### config.mk
export PLATFORM = sky130hd
export DESIGN_NAME = apa_ctrl
export DESIGN_NICKNAME = d
export VERILOG_FILES = /design/src/rtl/core/apa_pkg.sv /design/src/rtl/core/apa_ctrl.sv
export SDC_FILE = /design/constraint.sdc
export NUM_CORES = 1
export LEC_CHECK = 0
export ABC_CLOCK_PERIOD_IN_PS = 2000
export BUFFER_PORTS_ARGS = -buffer_cell sky130_fd_sc_hd__buf_2
export CORE_AREA = 10 10 47 49
export CTS_CLUSTER_SIZE = 16
export DETAILED_ROUTE_END_ITERATION = 16
export DIE_AREA = 0 0 57 59
export PLACE_DENSITY_LB_ADDON = 0.1
export SLEW_MARGIN = 40
export SYNTH_ARGS = -nofsm -noshare
export SYNTH_HDL_FRONTEND = slang
export SYNTH_SLANG_ARGS = --single-unit
### constraint.sdc
create_clock -name clk -period 2 [get_ports clk]
set_clock_uncertainty 0.05 [all_clocks]
set_input_delay 0.2 -clock clk [delete_from_list [all_inputs] [get_ports clk]]
set_output_delay 0.2 -clock clk [all_outputs]
set_load 0.01 [all_outputs]
### src/rtl/core/apa_pkg.sv
// shared types, constants and saturation helpers for the adaptive pid axis
package apa_pkg;

  localparam int DATA_W  = 32;
  localparam int CNT_W   = 8;
  localparam int REG_W   = 31;
  localparam int FRAC_W  = 16;
  localparam int WIDE_W  = 54;
  localparam int DIV_N   = 64;
  localparam int DCNT_W  = 6;

  localparam logic signed [DATA_W-1:0] RawLimit   = 32'sd983040;
  localparam logic signed [DATA_W-1:0] IntegClear = 32'sd196608;
  localparam logic [CNT_W-1:0] CrossHigh   = 8'd15;
  localparam logic [CNT_W-1:0] CrossLow    = 8'd3;
  localparam logic [CNT_W-1:0] StableLimit = 8'd10;
  localparam logic [CNT_W-1:0] CountTop    = 8'd255;
  localparam logic [DIV_N-1:0] DerivSat    = 64'h0004_0000_0000_0000;
  localparam logic [DCNT_W-1:0] DivLast    = 6'd63;

  localparam logic signed [WIDE_W-1:0] DmaxWide = 54'sd2147483647;
  localparam logic signed [WIDE_W-1:0] DminWide = -54'sd2147483648;

  typedef enum logic [2:0] {
    REG_BASE_KP   = 3'd0,
    REG_BASE_KI   = 3'd1,
    REG_KD_GAIN   = 3'd2,
    REG_MAX_SPEED = 3'd3,
    REG_MIN_SPEED = 3'd4,
    REG_KP_STEP   = 3'd5,
    REG_KI_STEP   = 3'd6
  } reg_index_t;

  typedef enum logic [3:0] {
    S_IDLE,
    S_ADAPT_A,
    S_ADAPT_B,
    S_MUL_P,
    S_MUL_I,
    S_TERM,
    S_MUL_T,
    S_MUL_D,
    S_DIV_LOAD,
    S_DIV,
    S_SUM,
    S_DONE
  } state_t;

  typedef enum logic [2:0] {
    MUL_NONE,
    MUL_KP,
    MUL_KI,
    MUL_TERM,
    MUL_KD
  } mul_op_t;

  typedef struct packed {
    logic signed [DATA_W-1:0] raw_error;
    logic signed [DATA_W-1:0] control_error;
    logic [REG_W-1:0]         sample_period;
    logic                     block_positive;
    logic                     block_negative;
  } in_word_t;

  typedef struct packed {
    logic signed [DATA_W-1:0] speed_command;
    logic signed [DATA_W-1:0] gain_kp_now;
    logic signed [DATA_W-1:0] gain_ki_now;
    logic [CNT_W-1:0]         crossings_seen;
  } out_word_t;

  typedef struct packed {
    logic    latch;
    logic    adapt_a;
    logic    adapt_b;
    mul_op_t mul_op;
    logic    take_prop;
    logic    take_term;
    logic    take_integ;
    logic    div_load;
    logic    div_step;
    logic    take_sum;
    logic    finish;
  } cmd_t;

  typedef struct packed {
    logic div_last;
    logic out_busy;
  } status_t;

  function automatic logic signed [DATA_W-1:0] sat_data(input logic signed [WIDE_W-1:0] v);
    logic signed [DATA_W-1:0] r;
    if (v > DmaxWide) begin
      r = DmaxWide[DATA_W-1:0];
    end else if (v < DminWide) begin
      r = DminWide[DATA_W-1:0];
    end else begin
      r = v[DATA_W-1:0];
    end
    return r;
  endfunction

  function automatic logic [CNT_W-1:0] count_up(input logic [CNT_W-1:0] c);
    logic [CNT_W-1:0] r;
    r = (c < CountTop) ? c + 8'd1 : CountTop;
    return r;
  endfunction

endpackage

### src/rtl/core/apa_ctrl.sv
// sequencing state machine for one control tick
module apa_ctrl (
  input  logic             clk,
  input  logic             rst,
  input  logic             in_valid,
  output logic             in_stall,
  input  apa_pkg::status_t status,
  output apa_pkg::cmd_t    cmd
);

  apa_pkg::state_t state, state_next;

  always_ff @(posedge clk) begin
    if (rst) begin
      state <= apa_pkg::S_IDLE;
    end else begin
      state <= state_next;
    end
  end

  always_comb begin
    state_next = state;
    unique case (state)
      apa_pkg::S_IDLE:     if (in_valid) state_next = apa_pkg::S_ADAPT_A;
      apa_pkg::S_ADAPT_A:  state_next = apa_pkg::S_ADAPT_B;
      apa_pkg::S_ADAPT_B:  state_next = apa_pkg::S_MUL_P;
      apa_pkg::S_MUL_P:    state_next = apa_pkg::S_MUL_I;
      apa_pkg::S_MUL_I:    state_next = apa_pkg::S_TERM;
      apa_pkg::S_TERM:     state_next = apa_pkg::S_MUL_T;
      apa_pkg::S_MUL_T:    state_next = apa_pkg::S_MUL_D;
      apa_pkg::S_MUL_D:    state_next = apa_pkg::S_DIV_LOAD;
      apa_pkg::S_DIV_LOAD: state_next = apa_pkg::S_DIV;
      apa_pkg::S_DIV:      if (status.div_last) state_next = apa_pkg::S_SUM;
      apa_pkg::S_SUM:      state_next = apa_pkg::S_DONE;
      apa_pkg::S_DONE:     if (!status.out_busy) state_next = apa_pkg::S_IDLE;
      default:             state_next = apa_pkg::S_IDLE;
    endcase
  end

  always_comb begin
    cmd = '0;
    cmd.mul_op = apa_pkg::MUL_NONE;
    in_stall = (state != apa_pkg::S_IDLE);
    unique case (state)
      apa_pkg::S_IDLE:     cmd.latch = in_valid;
      apa_pkg::S_ADAPT_A:  cmd.adapt_a = 1'b1;
      apa_pkg::S_ADAPT_B:  cmd.adapt_b = 1'b1;
      apa_pkg::S_MUL_P:    cmd.mul_op = apa_pkg::MUL_KP;
      apa_pkg::S_MUL_I: begin
        cmd.take_prop = 1'b1;
        cmd.mul_op = apa_pkg::MUL_KI;
      end
      apa_pkg::S_TERM:     cmd.take_term = 1'b1;
      apa_pkg::S_MUL_T:    cmd.mul_op = apa_pkg::MUL_TERM;
      apa_pkg::S_MUL_D: begin
        cmd.take_integ = 1'b1;
        cmd.mul_op = apa_pkg::MUL_KD;
      end
      apa_pkg::S_DIV_LOAD: cmd.div_load = 1'b1;
      apa_pkg::S_DIV:      cmd.div_step = 1'b1;
      apa_pkg::S_SUM:      cmd.take_sum = 1'b1;
      apa_pkg::S_DONE:     cmd.finish = !status.out_busy;
      default: ;
    endcase
  end

endmodule

==> impl_metrics.ini, run 1 <==
[sta]
worstMarginPinSlew_ns = 0.486
report.final.slew_viol_count = 0
fin_tns_setup_ns = 0
setup_viol = 0
max_freq_mhz = 605
slew_headroom_pct = 67.5
finalHoldViolCount = 0
finalCritPeriodShare_pct = 82.7
rsz0062_at_grt = false
finalCriticalPeriod_ns = 1.65

[place]
dp_hpwl_microns = 784
place_congestion = 0.691
numPortBuffers = 18
place_area_sq_um = 419

[floorplan]
die_w_microns = 57
start_util_pct = 23.5
ios = 19
rows = 14
core_region_area_sq_um = 1400
die_area_sq_um = 3360
die_h_microns = 59

[setup_path]
path_buf_inv = 2
crit_arrival_ns = 1.40
crit_type = reg2out
critPathLaunchType = flip-flop
crit_chain = nand2b_1 -> or2_1 -> inv_1 -> buf_2
critical-path-top-delay-family = flip-flops
critical-path-max-stage-delay_ns = 0.61
path_max_fanout = 16
slowest_stage = dfxtp_1
end_kind = output port
cp_data_required_time_ns = 1.75

[layout]
final_common_cell = buf_2
syn_to_final_growth_pct = 34.2
diodes = 0
nets = 75
layout_common_cells = buf_2, nor3_1, nor2_1
largest_register = state
largest_registers = state x4
drive_above_1_share_pct = 30.9
largest_reg_flops = 4
final_cell_area_sq_um = 442

[clock_tree]
htreeDepth = 1
clk_pin_slew_ns = 0.04
ctsLongestPathBuffers = 2
root_buffer = clkbuf_4
cts_tree = built
postCtsHoldBufs = 0
postCtsResizedCells = 0
clkLatencyLatePin_ns = 0.23
post_cts_buffers = 0
numCtsBuffers = 3
cts_num_sinks = 4

[pwr]
swShare_pct = 36.5
ir_drop_mv = 0.334
power.density_nw_per_um2 = 712
intPower_mw = 0.200
power.share.clock_pct = 32.0
p_switching_mw = 0.115
p_leak_nw = 0.233
pwr-share-comb_pct = 29.9
p_seq_share_pct = 38.1

[global_routing]
grt_pass1_wl_mm = 1.70
grt_pass1_vias = 389
track_usage_pct = 6.19
grt_overflow = 0
antenna_found_initial = 0
grt_max_degree = 17

[logic_synthesis]
synth_seq_cells = 4
synth_nets = 56
syn_inst = 51
netlist_area_sq_um = 329
synth_warnings = 0
yosysUniqueCellTypes = 19
synth.avg_cell_area_sq_um = 6.45
seq_area_frac_synth_pct = 24.3

[route]
ant_nets = 0
avgViaCountPerCell = 4.64
vias = 390
wirelength_mm = 1.09
wire_per_inst_microns = 12.9
drt-pass1-iter-count = 4
drt_iter0_markers = 7
drc = 0

[status]
status = finished clean

[job]
maxCapViolations = 0

[worst_hold_path]
hold_class = in2reg
-- logic make-up (layout without fill, tap and decap cells) --
logic type                Yosys count  count (layout)  share of synthesized area, %
xor gates and xnor gates            1               1                          2.66
and+or+nand+nor                    28              28                          44.9
DFF                                 4               4                          24.3
buffers and inverters               7              24                          9.51
AOI/OAI and AO/OA                  11              11                          18.6
-- metrics by stage --
| stage | util, % | power (mW) | hold WS (ns) | setup slack [ns] | cells |
|---|---|---|---|---|---|
| after global placement | 29.9 | 0.219 | 0.346 | 0.582 | 81 |
| after floorplan | - | 0.180 | 0.219 | 0.816 | 51 |
| after global routing | 31.5 | 0.335 | 0.111 | 0.275 | 84 |
| after detailed placement | 29.9 | 0.216 | 0.349 | 0.591 | 81 |
| final | 31.5 | 0.314 | 0.102 | 0.346 | 84 |
| after CTS | 31.5 | 0.320 | 0.0996 | 0.346 | 84 |
-- synthesized netlist by cell type, drive strengths merged --
cell | n | area (sq um)
nor2b | 1 | 6.26
nor2 | 6 | 22.5
nor3 | 8 | 40.0
or3b | 1 | 8.76
buf | 4 | 20.0
a22oi | 1 | 7.51
inv | 3 | 11.3
nand2 | 4 | 15.0
or4 | 1 | 7.51
a21oi | 5 | 25.0
or2 | 1 | 6.26
o21ai | 3 | 15.0
a31oi | 1 | 6.26
nand4 | 1 | 6.26
dfxtp | 4 | 80.1
o21a | 1 | 7.51
nand2b | 4 | 25.0
and4b | 1 | 10.0
xor2 | 1 | 8.76
-- worst register-to-register path, delay by kind of cell, from the launching register on --
kind / cells / cell delay (ns)
and+or+nand+nor: 1 / 0.39
DFF: 1 / 0.61
AOI/OAI and AO/OA: 2 / 0.28
-- per-layer routing --
metal / up-vias / wire length [microns] / part of all wire [%] / global-route usage (%)
met2: 14 / 398 / 37 / 7.60
met3: 2 / 113 / 10 / 3.43
li1: 213 / - / - / -
met4: 0 / 13 / 1.2 / 5.03
met1: 161 / 560 / 52 / 7.52
met5: - / 0 / 0 / 0
-- final cells by class --
cell class | instances | area (sq um)
Fill cell | 171 | 960
Multi-Input combinational cell | 40 | 218
Timing Repair Buffer | 18 | 90.1
Sequential cell | 4 | 80.1
Clock buffer | 3 | 22.5
Tap cell | 16 | 20.0
Inverter | 3 | 11.3
-- worst paths after layout --
check             slack, ns                   from                     to  depth (start not counted)
setup / recovery       0.35  state[3]$_SDFFE_PP0P_                 cmd[9]                          4
hold / removal         0.10                    rst  state[3]$_SDFFE_PP0P_                          2
setup reg to reg       0.60  state[3]$_SDFFE_PP0P_  state[0]$_SDFFE_PP0P_                          3
hold reg to reg        0.68  state[3]$_SDFFE_PP0P_  state[2]$_SDFFE_PP0P_                          1
-- power groups by stage --
stage | logic [mW] | clock network, mW | registers [mW]
2_1_floorplan | 0.0834 | 0 | 0.0963
3_3_place_gp | 0.0966 | 0 | 0.122
3_5_place_dp | 0.0956 | 0 | 0.121
4_1_cts | 0.0962 | 0.105 | 0.120
5_1_grt | 0.106 | 0.104 | 0.124
6_report | 0.0939 | 0.101 | 0.120
(Power assumes the default switching activity.)
==> inputs of run 2 (changes only) <==
--- a/config.mk
+++ b/config.mk
@@ -5,7 +5,7 @@
 export SDC_FILE = /design/constraint.sdc
 export NUM_CORES = 1
 export LEC_CHECK = 0
-export ABC_CLOCK_PERIOD_IN_PS = 2000
+export ABC_CLOCK_PERIOD_IN_PS = 1550
 export BUFFER_PORTS_ARGS = -buffer_cell sky130_fd_sc_hd__buf_2
 export CORE_AREA = 10 10 47 49
 export CTS_CLUSTER_SIZE = 16
==> constraint.sdc (replaced) <==
create_clock -name clk -period 1.55 [get_ports clk]
set_clock_uncertainty 0.05 [all_clocks]
set_input_delay 0.155 -clock clk [delete_from_list [all_inputs] [get_ports clk]]
set_output_delay 0.155 -clock clk [all_outputs]
set_load 0.01 [all_outputs]
==> run 2 against run 1 <==
Worst setup slack worse by 0.27 ns. Sequential share of layout area is 0.30 points higher. Non-clock buffer count increased by 2. Critical path type unchanged.
==> impl_metrics.ini, run 2 (same netlist as run 1, synthesis figures left out) <==
[worst_hold_path]
hold_class = in2reg
hp-start = rst
min_to = state[3]$_SDFFE_PP0P_
worstHoldPathCells = 2

[place]
place_congestion = 0.712
dp_hpwl_microns = 816
numPortBuffers = 18

[sta]
finalHoldViolCount = 0
finalCritPeriodShare_pct = 94.9
finalCriticalPeriod_ns = 1.47
fin_tns_setup_ns = 0
report.final.slew_viol_count = 0
slew_headroom_pct = 82.3
setup_viol = 0
rsz0062_at_grt = false
max_freq_mhz = 680
worstMarginPinSlew_ns = 0.266

[setup_path]
crit_type = reg2out
critPathLaunchType = flip-flop
crit_arrival_ns = 1.27
rrSetupSlack_ns = 0.24
cp_data_required_time_ns = 1.34
rr_endpoint = state[0]$_SDFFE_PP0P_
r2r-start = state[3]$_SDFFE_PP0P_
ff2ff_path_depth = 3
slowest_stage = dfxtp_2
critical-path-max-stage-delay_ns = 0.39
path_max_fanout = 16
end_kind = output port
crit_chain = nand2b_1 -> or2_1 -> inv_1 -> buf_2

[global_routing]
track_usage_pct = 6.28
grt_max_degree = 17
gr-usage-met2_pct = 8.06
grt_overflow = 0
antenna_found_initial = 0
top_usage_layer = met2
grtUsageMet1_pct = 6.92
grt_pass1_wl_mm = 1.67
grt_pass1_vias = 372
grtUsageMet3_pct = 4.29

[clock_tree]
root_buffer = clkbuf_4
ctsLongestPathBuffers = 2
post_cts_buffers = 0
cts_num_sinks = 4
clk_pin_slew_ns = 0.04
cts_tree = built
postCtsResizedCells = 3
clkLatencyLatePin_ns = 0.24
htreeDepth = 1
numCtsBuffers = 3
postCtsHoldBufs = 0

[pwr]
p_leak_nw = 0.245
ir_drop_mv = 0.370
power.density_nw_per_um2 = 903

[floorplan]
core_region_area_sq_um = 1400
die_w_microns = 57
die_h_microns = 59
rows = 14
ios = 19
start_util_pct = 23.5
die_area_sq_um = 3360

[layout]
nets = 77
syn_to_final_growth_pct = 40.3
largest_registers = state x4
utilization_pct = 32.9
diodes = 0
layout_common_cells = buf_2, nor3_1, nor2_1
final_common_cell = buf_2
largest_reg_flops = 4
largest_register = state
drive_above_1_share_pct = 38.6

[route]
drt-pass1-iter-count = 3
vias = 394
drc = 0
avgViaCountPerCell = 4.58
drt_iter0_markers = 9
wire_per_inst_microns = 12.5
wirelength_mm = 1.08
ant_nets = 0

[status]
status = finished clean

[job]
maxCapViolations = 0
-- run 2: report_power, final --
group	internal (mW)	leakage [nW]	total, mW	switching, mW
clock	0.0865	0.0138	0.127	0.0410
sequential	0.118	0.0343	0.153	0.0343
combinational	0.0637	0.197	0.137	0.0734
total	0.268	0.245	0.417	0.149
-- run 2: cell type report --
class | instances | area (sq um)
Sequential cell | 4 | 85.1
Clock buffer | 3 | 22.5
Multi-Input combinational cell | 40 | 218
Tap cell | 16 | 20.0
Timing Repair Buffer | 20 | 105
Inverter | 3 | 11.3
Fill cell | 162 | 940
-- run 2: worst max-delay path by stage --
stage	startpoint	endpoint	depth (start not counted)
floorplan	state[3]$_SDFFE_PP0P_	state[0]$_SDFFE_PP0P_	3
detailed placement	state[3]$_SDFFE_PP0P_	state[0]$_SDFFE_PP0P_	3
global placement	state[3]$_SDFFE_PP0P_	state[0]$_SDFFE_PP0P_	3
global route	state[3]$_SDFFE_PP0P_	cmd[4]	4
finish	state[3]$_SDFFE_PP0P_	cmd[4]	4
CTS	state[0]$_SDFFE_PP0P_	cmd[4]	4
-- run 2: routing by layer --
metal  vias up  share of wire (%)
li1        214                  -
met1       160                 46
met2        16                 39
met3         4                 13
met4         0                1.8
met5         -                  0
-- run 2: worst max-delay path, delay by kind of cell, from the launching register on --
| kind | cells | cell delay, ns |
|---|---|---|
| flip-flops | 1 | 0.39 |
| buffers and inverters | 2 | 0.18 |
| AND/OR/NAND/NOR | 2 | 0.47 |
-- run 2: per-stage QoR --
step	hold WS [ns]	power (mW)	setup WS, ns	cell area (sq um)	instances
after detailed placement	0.306	0.289	0.179	434	83
after CTS	0.0483	0.423	0.0531	460	86
final	0.0522	0.417	0.0791	462	86
after global routing	0.0513	0.449	0.0353	462	86
after global placement	0.301	0.290	0.190	434	83
after floorplan	0.174	0.232	0.392	329	51
==> inputs of run 3 (changes only) <==
--- a/config.mk
+++ b/config.mk
@@ -7,10 +7,10 @@
 export LEC_CHECK = 0
 export ABC_CLOCK_PERIOD_IN_PS = 1550
 export BUFFER_PORTS_ARGS = -buffer_cell sky130_fd_sc_hd__buf_2
-export CORE_AREA = 10 10 47 49
+export CORE_AREA = 2 2 39 41
 export CTS_CLUSTER_SIZE = 16
 export DETAILED_ROUTE_END_ITERATION = 16
-export DIE_AREA = 0 0 57 59
+export DIE_AREA = 0 0 41 43
 export PLACE_DENSITY_LB_ADDON = 0.1
 export SLEW_MARGIN = 40
 export SYNTH_ARGS = -nofsm -noshare
==> run 3 against run 2 <==
Combinational power fell by 6%. Critical path type unchanged. Maximum frequency grew 0.72%. Total power fell by 1.8%. Sequential cell count stayed put. Critical path depth unchanged. Largest power group unchanged. Highest routed layer unchanged. Worst setup slack gained 0.010 ns. Clock power is essentially flat. Die area shrank 48%. Register-to-register slack barely moved.
==> impl_metrics.ini, run 3 (same netlist as run 1, synthesis figures left out) <==
[sta]
finalCritPeriodShare_pct = 94.2
rsz0062_at_grt = false
max_freq_mhz = 685
fin_tns_setup_ns = 0
report.final.slew_viol_count = 0
worstMarginPinSlew_ns = 0.284
fin_hold_ws_ns = 0.0496
slew_headroom_pct = 81.0
finalHoldViolCount = 0
finalCriticalPeriod_ns = 1.46
setup_viol = 0

[route]
wirelength_microns = 924
wire_per_inst_microns = 10.9
wl_met1_microns = 452
drt_iter0_markers = 7
drc = 0
wl_met3_microns = 93
avgViaCountPerCell = 4.62
topRoutingLayerUsed = met4
vias = 393
ant_nets = 0
drt-pass1-iter-count = 4
wl_met2_microns = 363

[clock_tree]
clk_pin_slew_ns = 0.04
ctsLongestPathBuffers = 2
postCtsHoldBufs = 0
cts_tree = built
cts_num_sinks = 4
root_buffer = clkbuf_4
clkLatencyLatePin_ns = 0.23
numCtsBuffers = 3
htreeDepth = 1

[global_routing]
grt_overflow = 0
track_usage_pct = 12.5
grt_max_degree = 17
grt_pass1_vias = 326
antenna_found_initial = 0
grt_pass1_wl_mm = 1.39

[layout]
layout_common_cells = buf_2, nor3_1, nor2_1
nets = 76
largest_register = state
final_cell_area_sq_um = 453
largest_reg_flops = 4
regArea_sq_um = 83.8
drive_above_1_share_pct = 36.2
final_common_cell = buf_2
n_fill_cell = 166
multi_input_area_sq_um = 218
syn_to_final_growth_pct = 37.6
largest_registers = state x4
diodes = 0

[floorplan]
core_region_area_sq_um = 1380
die_h_microns = 43
die_w_microns = 41
rows = 14
start_util_pct = 23.8
die_area_sq_um = 1760
ios = 19

[setup_path]
path_max_fanout = 16
ff2ff_path_depth = 3
critical-path-max-stage-delay_ns = 0.39
critical-path-top-delay-family = simple AND/OR/NAND/NOR gates
crit_chain = nand2b_1 -> or2_1 -> inv_1 -> buf_2
end_kind = output port
slowest_stage = dfxtp_2
r2r-start = state[3]$_SDFFE_PP0P_
rrSetupSlack_ns = 0.23
crit_arrival_ns = 1.26
critPathLaunchType = flip-flop
cp_data_required_time_ns = 1.34
path_buf_inv = 2
rr_endpoint = state[0]$_SDFFE_PP0P_
crit_type = reg2out

[place]
dp_hpwl_microns = 648
place_area_sq_um = 427
place_congestion = 0.724
numPortBuffers = 18

[worst_hold_path]
hp-start = rst
min_to = state[3]$_SDFFE_PP0P_
worstHoldPathCells = 2
hold_class = in2reg

[status]
status = finished clean

[pwr]
power.density_nw_per_um2 = 905
p_leak_nw = 0.239
ir_drop_mv = 0.345

[job]
maxCapViolations = 0
==> run 3: metrics by stage <==
| step | std cells | setup WS, ns | utilization (%) | total power [mW] |
|---|---|---|---|---|
| final | 85 | 0.0896 | 32.7 | 0.410 |
| after global routing | 85 | 0.00353 | 32.7 | 0.455 |
| after CTS | 85 | 0.0840 | 32.7 | 0.418 |
| after detailed placement | 82 | 0.185 | 30.8 | 0.279 |
| after global placement | 82 | 0.202 | 30.8 | 0.282 |
| after floorplan | 51 | 0.392 | - | 0.232 |
==> run 3: layout make-up <==
cell class,count,share of cell area [%]
Sequential cell,4,18.5
Timing Repair Buffer,19,21.5
Clock buffer,3,4.97
Inverter,3,2.49
Tap cell,16,4.42
Multi-Input combinational cell,40,48.1
==> run 3: timing repair <==
item	4_1_cts	5_1_grt
gates resized for setup	3	0
setup endpoints to repair	2	0
buffers inserted	0	0
==> run 3: metal layers <==
layer	vias to the layer above	GRT usage (%)
met5	-	0
met3	2	4.71
met4	0	15.3
li1	214	-
met1	158	14.7
met2	19	14.7
==> run 3: power by group <==
group | total [mW] | internal [mW] | switching [mW] | leakage, nW
combinational | 0.129 | 0.0589 | 0.0701 | 0.191
sequential | 0.152 | 0.117 | 0.0350 | 0.0339
clock | 0.128 | 0.0866 | 0.0417 | 0.0138
==> run 3: worst max path at each step <==
| stage | start | end | slack, ns | depth (start not counted) |
|---|---|---|---|---|
| 2_1_floorplan | state[3]$_SDFFE_PP0P_ | state[0]$_SDFFE_PP0P_ | 0.39 | 3 |
| 3_3_place_gp | state[3]$_SDFFE_PP0P_ | state[0]$_SDFFE_PP0P_ | 0.20 | 3 |
| 3_5_place_dp | state[3]$_SDFFE_PP0P_ | state[0]$_SDFFE_PP0P_ | 0.18 | 3 |
| 4_1_cts | state[3]$_SDFFE_PP0P_ | cmd[4] | 0.08 | 4 |
| 5_1_grt | state[3]$_SDFFE_PP0P_ | cmd[9] | 0.004 | 4 |
| 6_report | state[3]$_SDFFE_PP0P_ | cmd[9] | 0.09 | 4 |
